File: src/rtl/rgk_pkg.sv
package rgk_pkg;

   localparam int VALUE_W = 32;
   localparam int CSR_W   = 5;

   localparam logic [CSR_W-1:0] GROUP_SIZE_RESET = 5'd1;

   // one list element as it arrives
   typedef struct packed {
      logic signed [VALUE_W-1:0] value;
      logic                      list_end;
   } req_type;

   // one element of the reordered list
   typedef struct packed {
      logic signed [VALUE_W-1:0] out_value;
      logic                      run_end;
      logic                      out_list_end;
   } rsp_type;

endpackage

File: src/rtl/rgk_queue.sv
module rgk_queue #(
   parameter int WIDTH = 8
) (
   input  logic             clock,
   input  logic             reset,
   input  logic             push,
   input  logic [WIDTH-1:0] push_data,
   output logic             full,
   input  logic             pop,
   output logic             head_valid,
   output logic [WIDTH-1:0] head_data
);

   logic [WIDTH-1:0] slot_ff [2];
   logic             wr_ptr_ff;
   logic             wr_ptr_in;
   logic             rd_ptr_ff;
   logic             rd_ptr_in;
   logic [1:0]       count_ff;
   logic [1:0]       count_in;
   logic             do_push;
   logic             do_pop;

   assign full       = (count_ff == 2'd2);
   assign head_valid = (count_ff != 2'd0);
   assign head_data  = slot_ff[rd_ptr_ff];
   assign do_push    = push && !full;
   assign do_pop     = pop && head_valid;

   // pointer and occupancy update
   always_comb begin
      wr_ptr_in = do_push ? !wr_ptr_ff : wr_ptr_ff;
      rd_ptr_in = do_pop ? !rd_ptr_ff : rd_ptr_ff;
      count_in  = count_ff;
      if (do_push && !do_pop) begin
         count_in = count_ff + 2'd1;
      end else if (do_pop && !do_push) begin
         count_in = count_ff - 2'd1;
      end
   end

   always_ff @(posedge clock) begin
      if (reset) begin
         wr_ptr_ff <= 1'b0;
         rd_ptr_ff <= 1'b0;
         count_ff  <= 2'd0;
      end else begin
         wr_ptr_ff <= wr_ptr_in;
         rd_ptr_ff <= rd_ptr_in;
         count_ff  <= count_in;
      end
   end

   // storage slots
   always_ff @(posedge clock) begin
      if (do_push) begin
         slot_ff[wr_ptr_ff] <= push_data;
      end
   end

endmodule

File: src/rtl/rgk_front.sv
module rgk_front import rgk_pkg::*; #(
   parameter  int MAX_GROUP = 16,
   localparam int IDX_W     = (MAX_GROUP > 1) ? $clog2(MAX_GROUP) : 1,
   localparam int CNT_W     = $clog2(MAX_GROUP + 1),
   localparam int JOB_W     = CNT_W + 3
) (
   input  logic               clock,
   input  logic               reset,
   input  logic               req_valid,
   output logic               req_ready,
   input  req_type            req_data,
   input  logic               csr_valid,
   output logic               csr_ready,
   input  logic [CSR_W-1:0]   csr_wdata,
   input  logic               rel_valid,
   input  logic               rel_bank,
   input  logic               q_full,
   output logic               push_valid,
   output logic [JOB_W-1:0]   push_job,
   output logic               mem_we,
   output logic [IDX_W:0]     mem_waddr,
   output logic [VALUE_W-1:0] mem_wdata
);

   localparam int CMP_W = (CNT_W > CSR_W) ? CNT_W : CSR_W;

   typedef struct packed {
      logic             bank;
      logic [CNT_W-1:0] count;
      logic             rev;
      logic             lend;
   } job_type;

   logic [CSR_W-1:0] group_size_ff;
   logic [CMP_W-1:0] group_raw;
   logic [CMP_W-1:0] group_eff;
   logic [IDX_W-1:0] fill_ff;
   logic [IDX_W-1:0] fill_in;
   logic             bank_ff;
   logic             bank_in;
   logic [1:0]       busy_ff;
   logic [1:0]       busy_in;
   logic [CNT_W-1:0] held;
   logic             full_group;
   logic             done;
   logic             accept;
   job_type          job;

   assign csr_ready = 1'b1;

   // group size register
   always_ff @(posedge clock) begin
      if (reset) begin
         group_size_ff <= GROUP_SIZE_RESET;
      end else if (csr_valid) begin
         group_size_ff <= csr_wdata;
      end
   end

   // zero means one, anything above MAX_GROUP means MAX_GROUP
   always_comb begin
      group_raw = CMP_W'(group_size_ff);
      group_eff = group_raw;
      if (group_raw == '0) begin
         group_eff = CMP_W'(1);
      end else if (group_raw > CMP_W'(MAX_GROUP)) begin
         group_eff = CMP_W'(MAX_GROUP);
      end
   end

   // classify the incoming element
   assign req_ready  = !busy_ff[bank_ff] && !q_full;
   assign accept     = req_valid && req_ready;
   assign held       = CNT_W'(fill_ff) + CNT_W'(1);
   assign full_group = (CMP_W'(held) >= group_eff);
   assign done       = full_group || req_data.list_end;

   assign job.bank  = bank_ff;
   assign job.count = held;
   assign job.rev   = full_group;
   assign job.lend  = req_data.list_end;

   assign push_valid = accept && done;
   assign push_job   = job;

   assign mem_we    = accept;
   assign mem_waddr = {bank_ff, fill_ff};
   assign mem_wdata = req_data.value;

   // fill position, bank flip and bank ownership
   always_comb begin
      fill_in = fill_ff;
      bank_in = bank_ff;
      busy_in = busy_ff;
      if (rel_valid) begin
         busy_in[rel_bank] = 1'b0;
      end
      if (accept) begin
         if (done) begin
            fill_in          = '0;
            bank_in          = !bank_ff;
            busy_in[bank_ff] = 1'b1;
         end else begin
            fill_in = IDX_W'(held);
         end
      end
   end

   always_ff @(posedge clock) begin
      if (reset) begin
         fill_ff <= '0;
         bank_ff <= 1'b0;
         busy_ff <= 2'b00;
      end else begin
         fill_ff <= fill_in;
         bank_ff <= bank_in;
         busy_ff <= busy_in;
      end
   end

endmodule

File: src/rtl/rgk_back.sv
module rgk_back import rgk_pkg::*; #(
   parameter  int MAX_GROUP = 16,
   localparam int IDX_W     = (MAX_GROUP > 1) ? $clog2(MAX_GROUP) : 1,
   localparam int CNT_W     = $clog2(MAX_GROUP + 1),
   localparam int JOB_W     = CNT_W + 3
) (
   input  logic               clock,
   input  logic               reset,
   input  logic               mem_we,
   input  logic [IDX_W:0]     mem_waddr,
   input  logic [VALUE_W-1:0] mem_wdata,
   input  logic               q_valid,
   input  logic [JOB_W-1:0]   q_job,
   output logic               q_pop,
   output logic               rel_valid,
   output logic               rel_bank,
   output logic               rsp_valid,
   input  logic               rsp_ready,
   output rsp_type            rsp_data
);

   localparam int DEPTH = 2 * (1 << IDX_W);

   typedef struct packed {
      logic             bank;
      logic [CNT_W-1:0] count;
      logic             rev;
      logic             lend;
   } job_type;

   logic [VALUE_W-1:0] mem [DEPTH];

   job_type            job_ff;
   job_type            q_head;
   logic               active_ff;
   logic [IDX_W-1:0]   pos_ff;
   logic               s1_valid_ff;
   logic               s1_last_ff;
   logic               s1_lend_ff;
   logic [VALUE_W-1:0] s1_data_ff;
   logic               rsp_valid_ff;
   rsp_type            rsp_data_ff;
   logic               out_free;
   logic               s1_free;
   logic               issue;
   logic               at_last;
   logic               last_issue;
   logic [IDX_W-1:0]   rd_idx;
   logic [CNT_W-1:0]   rev_idx;

   assign q_head = q_job;

   // pipeline advance
   assign out_free   = !rsp_valid_ff || rsp_ready;
   assign s1_free    = !s1_valid_ff || out_free;
   assign issue      = active_ff && s1_free;
   assign at_last    = (CNT_W'(pos_ff) + CNT_W'(1) == job_ff.count);
   assign last_issue = issue && at_last;
   assign q_pop      = q_valid && (!active_ff || last_issue);

   // bank is free once its last element has been read
   assign rel_valid = last_issue;
   assign rel_bank  = job_ff.bank;

   // read order: newest first for a full group, arrival order otherwise
   assign rev_idx = job_ff.count - CNT_W'(1) - CNT_W'(pos_ff);
   assign rd_idx  = job_ff.rev ? IDX_W'(rev_idx) : pos_ff;

   // job sequencer
   always_ff @(posedge clock) begin
      if (reset) begin
         active_ff <= 1'b0;
         pos_ff    <= '0;
      end else if (q_pop) begin
         active_ff <= 1'b1;
         pos_ff    <= '0;
      end else if (last_issue) begin
         active_ff <= 1'b0;
      end else if (issue) begin
         pos_ff <= pos_ff + IDX_W'(1);
      end
   end

   always_ff @(posedge clock) begin
      if (q_pop) begin
         job_ff <= q_head;
      end
   end

   // ping-pong element buffer
   always_ff @(posedge clock) begin
      if (mem_we) begin
         mem[mem_waddr] <= mem_wdata;
      end
   end

   always_ff @(posedge clock) begin
      if (issue) begin
         s1_data_ff <= mem[{job_ff.bank, rd_idx}];
      end
   end

   // read stage control
   always_ff @(posedge clock) begin
      if (reset) begin
         s1_valid_ff <= 1'b0;
      end else if (s1_free) begin
         s1_valid_ff <= issue;
      end
   end

   always_ff @(posedge clock) begin
      if (s1_free) begin
         s1_last_ff <= last_issue;
         s1_lend_ff <= last_issue && job_ff.lend;
      end
   end

   // output register
   always_ff @(posedge clock) begin
      if (reset) begin
         rsp_valid_ff <= 1'b0;
      end else if (out_free) begin
         rsp_valid_ff <= s1_valid_ff;
      end
   end

   always_ff @(posedge clock) begin
      if (out_free) begin
         rsp_data_ff.out_value    <= s1_data_ff;
         rsp_data_ff.run_end      <= s1_last_ff;
         rsp_data_ff.out_list_end <= s1_lend_ff;
      end
   end

   assign rsp_valid = rsp_valid_ff;
   assign rsp_data  = rsp_data_ff;

endmodule

File: src/rtl/reverse_in_groups_of_k.sv
// Reverses a list in groups of k elements.
// req_*: one signed 32-bit element per request, list_end on the final one.
// csr_*: write of group_size (1..16; 0 acts as 1, above MAX_GROUP as
//   MAX_GROUP); csr_ready is always high, write only while the block is idle.
// rsp_*: reordered elements; a full group comes out newest first, a partial
//   group at list end in arrival order. run_end marks the last result of a
//   burst, out_list_end the final element of the list.
// Results: once a burst's job leaves the queue, its elements pass the read
//   stage and output register, one per cycle unless rsp_ready stalls them.
// Elements land in one half of a two-bank buffer while the back end reads the
//   other, so new requests are taken while a burst is read out; after each
//   group the front stalls until the bank it returns to has been read out.
// Reset clears the fill count, bank ownership, the job queue and the output
//   stages and sets group_size to 1; buffer contents are not cleared.
// A stall on rsp_ready holds the output register, then the read stage, then
//   the job queue; the front keeps taking requests until both banks are full.
module reverse_in_groups_of_k import rgk_pkg::*; #(
   parameter int MAX_GROUP = 16
) (
   input  logic             clock,
   input  logic             reset,
   input  logic             req_valid,
   output logic             req_ready,
   input  req_type          req_data,
   output logic             rsp_valid,
   input  logic             rsp_ready,
   output rsp_type          rsp_data,
   input  logic             csr_valid,
   output logic             csr_ready,
   input  logic [CSR_W-1:0] csr_wdata
);

   localparam int IDX_W = (MAX_GROUP > 1) ? $clog2(MAX_GROUP) : 1;
   localparam int CNT_W = $clog2(MAX_GROUP + 1);
   localparam int JOB_W = CNT_W + 3;

   logic               rel_valid;
   logic               rel_bank;
   logic               q_full;
   logic               push_valid;
   logic [JOB_W-1:0]   push_job;
   logic               q_valid;
   logic [JOB_W-1:0]   q_job;
   logic               q_pop;
   logic               mem_we;
   logic [IDX_W:0]     mem_waddr;
   logic [VALUE_W-1:0] mem_wdata;

   // accept and classify elements
   rgk_front #(.MAX_GROUP(MAX_GROUP)) u_front (
      .clock      (clock),
      .reset      (reset),
      .req_valid  (req_valid),
      .req_ready  (req_ready),
      .req_data   (req_data),
      .csr_valid  (csr_valid),
      .csr_ready  (csr_ready),
      .csr_wdata  (csr_wdata),
      .rel_valid  (rel_valid),
      .rel_bank   (rel_bank),
      .q_full     (q_full),
      .push_valid (push_valid),
      .push_job   (push_job),
      .mem_we     (mem_we),
      .mem_waddr  (mem_waddr),
      .mem_wdata  (mem_wdata)
   );

   // burst jobs between front and back
   rgk_queue #(.WIDTH(JOB_W)) u_queue (
      .clock      (clock),
      .reset      (reset),
      .push       (push_valid),
      .push_data  (push_job),
      .full       (q_full),
      .pop        (q_pop),
      .head_valid (q_valid),
      .head_data  (q_job)
   );

   // buffer read-out and result stream
   rgk_back #(.MAX_GROUP(MAX_GROUP)) u_back (
      .clock      (clock),
      .reset      (reset),
      .mem_we     (mem_we),
      .mem_waddr  (mem_waddr),
      .mem_wdata  (mem_wdata),
      .q_valid    (q_valid),
      .q_job      (q_job),
      .q_pop      (q_pop),
      .rel_valid  (rel_valid),
      .rel_bank   (rel_bank),
      .rsp_valid  (rsp_valid),
      .rsp_ready  (rsp_ready),
      .rsp_data   (rsp_data)
   );

endmodule

File: config.mk
export PLATFORM = sky130hd
export DESIGN_NAME = reverse_in_groups_of_k
export DESIGN_NICKNAME = d
export VERILOG_FILES = /design/src/rtl/rgk_pkg.sv /design/src/rtl/rgk_queue.sv /design/src/rtl/rgk_front.sv /design/src/rtl/rgk_back.sv /design/src/rtl/reverse_in_groups_of_k.sv
export SDC_FILE = /design/constraint.sdc
export NUM_CORES = 2
export LEC_CHECK = 0
export ABC_AREA = 1
export BUFFER_PORTS_ARGS = -buffer_cell sky130_fd_sc_hd__clkbuf_2
export CAP_MARGIN = 0
export CORE_MARGIN = 2
export CORE_UTILIZATION = 50
export DETAILED_ROUTE_END_ITERATION = 12
export PLACE_DENSITY = 0.68
export SLEW_MARGIN = 20
export SYNTH_ARGS = -nofsm -noshare
export SYNTH_HDL_FRONTEND = slang
export SYNTH_SLANG_ARGS = --single-unit
File: constraint.sdc
create_clock -name clock -period 7.3 [get_ports clock]
set_input_delay 0.365 -clock clock [delete_from_list [all_inputs] [get_ports clock]]
set_output_delay 0.365 -clock clock [all_outputs]
set_load 0.005 [all_outputs]
# [Yosys cells after proc, flatten, opt, wreduce, memory -nomap -nowiden]
# Memory sizes are Yosys's and may differ from the RTL's. A register that Yosys moved wholly into a read port is not among the register bits.
# Index checks and enable logic that the tools add are counted.
# Widths: inputs -> output; s select.
[totals] ff_bits=59 mem_bits_rw=1040 in_bits=43 n_memories=2
[memory_table] name="u_back.mem" words=32 word_bits=32 rd=1 rd_ports_with_merged_regs=1 write_ports=1 line_no="rgk_back.sv:31" source="logic [VALUE_W-1:0] mem [DEPTH];"
[memory_table] name="u_queue.slot_ff" words=2 word_bits=8 rd=1 rd_ports_with_merged_regs=1 write_ports=1 line_no="rgk_queue.sv:14" source="logic [WIDTH-1:0] slot_ff [2];"
[op_classes] n_addsub=7 n_lt_le_gt_ge=6 n_eq_ne=2 muxes=21 n_bitwise=4 reduce_logical=34
[op_table] cell="$logic_and 1x1->1" n=13
[op_table] cell="$add 4x1->5 const B" n=2
[op_table] cell="$logic_not 1->1" n=10
[op_table] cell="$mux 1" n=10
[op_table] cell="$mux 2" n=5
[op_table] cell="$mux 5" n=2
[op_table] cell="$mux 4" n=2
[op_table] cell="$reduce_bool 2->1" n=3
[op_table] cell="$eq 5x5->1" n=1
[op_table] cell="$ge 5x5->1" n=1
[op_table] cell="$gt 5x5->1 const B" n=1
[op_table] cell="$logic_not 5->1" n=1
[op_table] cell="$add 4x1->4 const B" n=1
[op_table] cell="$logic_or 1x1->1" n=4
[op_table] cell="$lt 1x2->1 const B" n=2
[op_table] cell="$reduce_and 2->1" n=2
[op_table] cell="$sub 4x1->4 const B" n=1
[op_table] cell="$sub 4x4->4" n=1
[op_table] cell="$add 2x1->2 const B" n=1
[op_table] cell="$and 2x2->2" n=1
[op_table] cell="$demux 1 s1" n=2
[op_table] cell="$eq 2x2->1 const B" n=1
[op_table] cell="$ge 1x1->1 const B" n=2
[op_table] cell="$not 2->2" n=1
[op_table] cell="4 further kinds" n=4

# [Depth between registers and ports, before layout]
[depth] ltp_word=11 ltp_mapped=15 mapped_depth_nobuf=15

# [By module]
# From an unflattened synthesis, not the netlist that was laid out.
[hier_totals] cells_unflattened=4178 area_unflattened_um2=47291.6
[modules_own_cells] mod="rgk_back" instances=1 cells_per_inst=3979 area_per_inst_um2=45497.4 seq_area_each_um2=33171.8
[modules_own_cells] mod="rgk_front" instances=1 cells_per_inst=137 area_per_inst_um2=974.7 seq_area_each_um2=240.2
[modules_own_cells] mod="rgk_queue" instances=1 cells_per_inst=62 area_per_inst_um2=819.5 seq_area_each_um2=580.6

# [Worst setup path after synthesis]
# Ideal clock, no wire load.
[synth_timing] path_kind="register -> register" from="register u_front.bank_ff" to="memory u_back.mem[15][0], enable pin" setup_ps=501 t_arrival_ps=4390 required_time_ps=6799 path_slack_ps=2409 stages_incl_launch_ff=7 n_path_buf=1 period_less_slack_ps=4891 cell_sequence="dfxtp_1 clkbuf_1 mux2i_1 nand2_1 nor2_1 inv_1 nor4_1"
[synth_between] elab_chain_len=7
[synth_lines] item="start, declared" line_no="rgk_front.sv:39" source="logic bank_ff;"
[synth_lines] item="start signal, assigned" line_no="rgk_front.sv:116" source="bank_ff <= bank_in;"
[synth_lines] item="$mux 1 (implied by the code) (2 in a row)" line_no="rgk_front.sv:72" source="assign req_ready = !busy_ff[bank_ff] && !q_full;"
[synth_lines] item="$logic_not 1->1" line_no="rgk_front.sv:72"
[synth_lines] item="$logic_and 1x1->1" line_no="rgk_front.sv:72"
[synth_lines] item="$logic_and 1x1->1" line_no="rgk_front.sv:73" source="assign accept = req_valid && req_ready;"
[synth_lines] item="$mux 1" line_no="rgk_back.sv:92" source="if (mem_we) begin"
[synth_lines] item="$mux 1 (implied by the code)" line_no="rgk_back.sv:93" source="mem[mem_waddr] <= mem_wdata;"
[synth_lines] item="end, declared" line_no="rgk_back.sv:31"
# Several ways; a longest one is shown, not always the timed one. The select of a mux whose other input is x is not followed.

# [Worst setup path in the final report]
[layout_timing] from="register u_back.pos_ff[0]" to="register u_back.s1_data_ff[9] (read register of u_back.mem) (data pin)"
[layout_between] elab_chain_len=2
[layout_lines] item="start, declared" line_no="rgk_back.sv:36" source="logic [IDX_W-1:0] pos_ff;"
[layout_lines] item="start signal, assigned" line_no="rgk_back.sv:80" source="pos_ff <= pos_ff + IDX_W'(1);"
[layout_lines] item="$sub 4x4->4" line_no="rgk_back.sv:66" source="assign rev_idx = job_ff.count - CNT_W'(1) - CNT_W'(pos_ff);"
[layout_lines] item="$mux 4 *" line_no="rgk_back.sv:67" source="assign rd_idx = job_ff.rev ? IDX_W'(rev_idx) : pos_ff;"
[layout_lines] item="end, declared" line_no="rgk_back.sv:40" source="logic [VALUE_W-1:0] s1_data_ff;"
# Every way passes the cells marked *; elsewhere a longest branch is shown, timed or not.
# A chain may end at the register's enable or synchronous reset.

==> Flow_metrics.wiki <==
{| class="wikitable"
! Metric !! Value
|-
| Outcome || finished, final reports clean
|-
| Count of instances resized after the clock tree is built || 0
|-
| Number of remaining DRC errors || 0
|-
| Root Buffer || clkbuf_16
|-
| Distinct cell type count of the synthesized netlist || 33
|-
| Final slew viol count || 0
|-
| Die height || 312 µm
|-
| TritonCTS clock tree || yes
|-
| Clock slew at reported path FFs || approximately 0.060 ns
|-
| Largest net degree at the start of global routing || 266
|-
| Most common library cell in the layout ignoring fill and taps || edfxtp_1
|-
| Depth of the worst hold-timing path || 3
|-
| Worst-case headroom to the max-slew limit || 21.9%
|-
| Detailed-route wire length || approximately 120,000 µm
|-
| Wire length of the first global-routing pass || 176,000 µm
|-
| Depth of the worst register-to-register path || 15
|-
| Transition at the pin with the smallest max-transition slack || 1.17 ns
|-
| Static leakage || 0.0192 µW
|-
| Cell count after synthesis || between 3,000 and 4,000
|-
| Port-buffer cells || 78
|-
| Number of H-tree levels || 3
|-
| Via count of the first global-routing pass || roughly 27,000
|-
| Cell chain of the critical path || inv_1 -> ha_1 -> fa_1 -> nand2_1 -> o21ai_4 -> buf_12 -> buf_4 -> buf_4 -> a21oi_1 -> o21ai_0 -> nand2_1 -> nand2_1 -> nand3_1 -> nand3_1 -> nand2_1
|-
| 1st-iter DRT viols || 3,252
|-
| Global placement routability congestion || 0.773
|-
| F_max || 0.214 GHz
|-
| Routed wire per std cell || 22.7 µm
|-
| Post-Synthesis Net Count || 3,956
|-
| Nature of the critical path endpoint || flip-flop
|-
| Total setup violations reported at the end of the flow || 0
|-
| Layout net count || 3,980
|-
| Min cycle time layout || approximately 4.7 ns
|-
| Placeable core region || 93,600 µm²
|-
| Post-Route Skew || 0.0200 ns
|-
| Number of cell rows || 112
|-
| Fin. Hold Viols || 0
|-
| Number of buffers and inverters on the critical path || 4
|-
| IR drop worst, VDD || 0.446 mV
|-
| End point of the worst hold path || u_front.group_raw[4]$_SDFFE_PP0P_
|-
| Setup tns final || 0 ns
|-
| Cell type of the slowest stage on the worst timing path || buf_4
|-
| Post-synthesis cell area || 47,400 µm²
|-
| I/O pin cnt || 80
|-
| Effective utilization at floorplan || 50.7%
|-
| Vias per std cell || 5.55
|-
| DP Worst Slack || around 2.7 ns
|-
| Leading cell types in the layout, fill and taps excluded || edfxtp_1, nand2_1, inv_1
|-
| Total Die Area || around 100,000 µm²
|-
| Worst stage delay on the critical path || 0.81 ns
|-
| Hold/Removal Path Class || input port to flip-flop
|-
| Final worst path period share || 64.0%
|-
| RR Endpoint || u_back.s1_data_ff[9]$_DFFE_PP_
|-
| Setup repair after global routing missed its margin || false
|-
| Placed instance count || approximately 5,100
|-
| Die span in x || ~310 µm
|-
| Residual antenna-violating net count after detailed routing || 0
|-
| Sequential share of the synthesized area || 71.6%
|-
| Category of the worst setup path launch point || flip-flop
|-
| Register bit total from synthesis || 1,139
|-
| Post-CTS Hold Buffers || 11
|-
| Sinks on the clock net || 1,139
|-
| End-of-flow core utilization || 55.8%
|-
| Most numerous cell on the critical path || nand2_1
|-
| Launching point of the worst reg2reg path || u_back.pos_ff[0]$_SDFFE_PP0P_
|-
| Skew-Pair Late Insertion Delay || about 0.69 ns
|-
| Launch instance of the worst min-delay path || csr_valid
|-
| Category of the critical setup timing path || flip-flop to flip-flop
|-
| Antenna violations before repair || 17
|-
| Total CTS buffers || 109
|-
| Post-detail-place hpwl || 60,200 µm
|-
| Area grow syn2layout || 10.1%
|-
| Post-Synthesis Mean Instance Area || 12.2 µm²
|-
| Number of setup buffers added after CTS || 0
|-
| Cell family with the largest share of critical-path delay || buffers and inverters
|-
| Number of detailed-route iterations in the first pass || 5
|-
| Flop-to-flop setup slack || 2.63 ns
|-
| Overall routing resource usage || 24.3%
|-
| Data arrival time of the critical path || 5.11 ns
|-
| Maximum fanout count along the critical path || between 150 and 200
|-
| Ys Warns || 0
|-
| Congestion Overflow GR || 0
|-
| Max-capacitance violation count || 0
|-
| Number of filler instances in the final layout || 7,669
|-
| Maximum root-to-sink buffer count || 3
|-
| Ratio of total power to cell area || 404 nW/µm²
|-
| Worst Slack Setup Final || about 2.6 ns
|-
| Finished Layout Cells || 5,270
|-
| Share of layout cells above drive strength 1 || 9.37%
|-
| Number of vias in the routed layout || about 29,000
|-
| Worst endpoint required time || 7.74 ns
|}
==> flip-flops by register name (all words and copies together) (netlist names), 2 cells and up <==
signal and flops:
u_back.pos_ff 4, u_front.busy_ff 2, u_back.s1_data_ff 32, u_queue.count_ff 2, u_back.mem 1024, u_back.job_ff 7
u_front.group_raw 5, u_back.rsp_data 34, u_queue.slot_ff 16, u_front.fill_ff 4
==> routing by layer <==
metal / routed length (µm) / track usage (%) / part of all wire [%]
met1: 47300 / 31.8 / 40
met2: 57600 / 40.2 / 48
met3: 9940 / 4.45 / 8.3
met4: 4510 / 10.1 / 3.8
met5: 103 / 0 / 0.086
==> power by group <==
part | internal [µW] | total [µW] | switching [µW] | leakage (µW)
sequential | 7750 | 8010 | 264 | 0.0103
combinational | 2300 | 7720 | 5420 | 0.00728
clock | 2970 | 5350 | 2370 | 0.00164
total | 13000 | 21100 | 8060 | 0.0192
==> cells in the mapped netlist <==
library cell,number,share of area [%]
ha_1,14,0.37
dfxtp_1,23,0.97
xor2_1,4,0.074
buf_6,46,1.1
or4_1,1,0.016
fa_1,1,0.042
nand3b_1,1,0.016
or2_2,1,0.013
nor4_1,2,0.026
edfxtp_1,1116,71
a21oi_1,143,1.5
o21ai_0,133,1.4
mux2i_1,1,0.021
conb_1,1,0.0079
nand2_4,1,0.024
inv_1,489,3.9
nor2_1,55,0.44
buf_1,18,0.14
o211ai_1,306,4.8
clkbuf_1,56,0.44
buf_2,85,0.90
o21ai_1,44,0.46
o21ai_2,1,0.018
inv_2,3,0.024
nand2_2,2,0.026
nand3_1,244,2.6
mux2_2,8,0.19
xnor2_1,1,0.018
o211ai_2,46,1.2
buf_4,26,0.41
nand4_1,6,0.079
o21a_1,1,0.016
nand2_1,1019,8.1
==> worst min-delay path, cell delays in order <==
cell and delay, ns:
clkbuf_2 0.11, inv_1 0.14, a21oi_1 0.08
==> worst max path at each step <==
stage          slack [ns]  cells past startpoint                           from                               to
2_1_floorplan        2.41                      6   u_front.bank_ff$_SDFFE_PP0P_      u_back.mem[15][0]$_DFFE_PP_
3_3_place_gp         2.76                     15  u_back.pos_ff[0]$_SDFFE_PP0P_  u_back.s1_data_ff[28]$_DFFE_PP_
5_1_grt              2.29                     15  u_back.pos_ff[0]$_SDFFE_PP0P_   u_back.s1_data_ff[9]$_DFFE_PP_
4_1_cts              2.61                     15  u_back.pos_ff[0]$_SDFFE_PP0P_   u_back.s1_data_ff[9]$_DFFE_PP_
6_report             2.63                     15  u_back.pos_ff[0]$_SDFFE_PP0P_   u_back.s1_data_ff[9]$_DFFE_PP_
3_5_place_dp         2.66                     15  u_back.pos_ff[0]$_SDFFE_PP0P_  u_back.s1_data_ff[28]$_DFFE_PP_
==> kinds of logic after synthesis <==
logic type | count (synthesis) | share of synthesized area, %
buf+inv | 723 | 6.88
xor+xnor | 5 | 0.0924
fa+ha+maj | 15 | 0.412
simple gates | 1332 | 11.3
mux | 9 | 0.211
other cells | 1 | 0.00791
flops | 1139 | 71.6
compound gates | 674 | 9.47
==> cell type report <==
cell class / count / area [µm²] / area share, %
Inverter: 492 / 1850 / 3.55
Sequential cell: 1139 / 34000 / 65.1
Tap cell: 1254 / 1570 / 3.01
Clock buffer: 136 / 2890 / 5.54
Timing Repair Buffer: 144 / 988 / 1.89
Clock inverter: 64 / 442 / 0.846
Multi-Input combinational cell: 2036 / 10500 / 20.0
Antenna cell: 5 / 12.5 / 0.0240
==> stage by stage <==
stage	cell area, µm²	power [µW]	hold slack [ns]
2_1_floorplan	47400	14000	0.400
3_5_place_dp	48700	15800	0.405
4_1_cts	52200	21100	0.0359
5_1_grt	52200	22300	0.0858
6_report	52200	21100	0.0730
3_3_place_gp	48700	15700	0.403
Note: power is estimated with default switching activity, not from simulation.
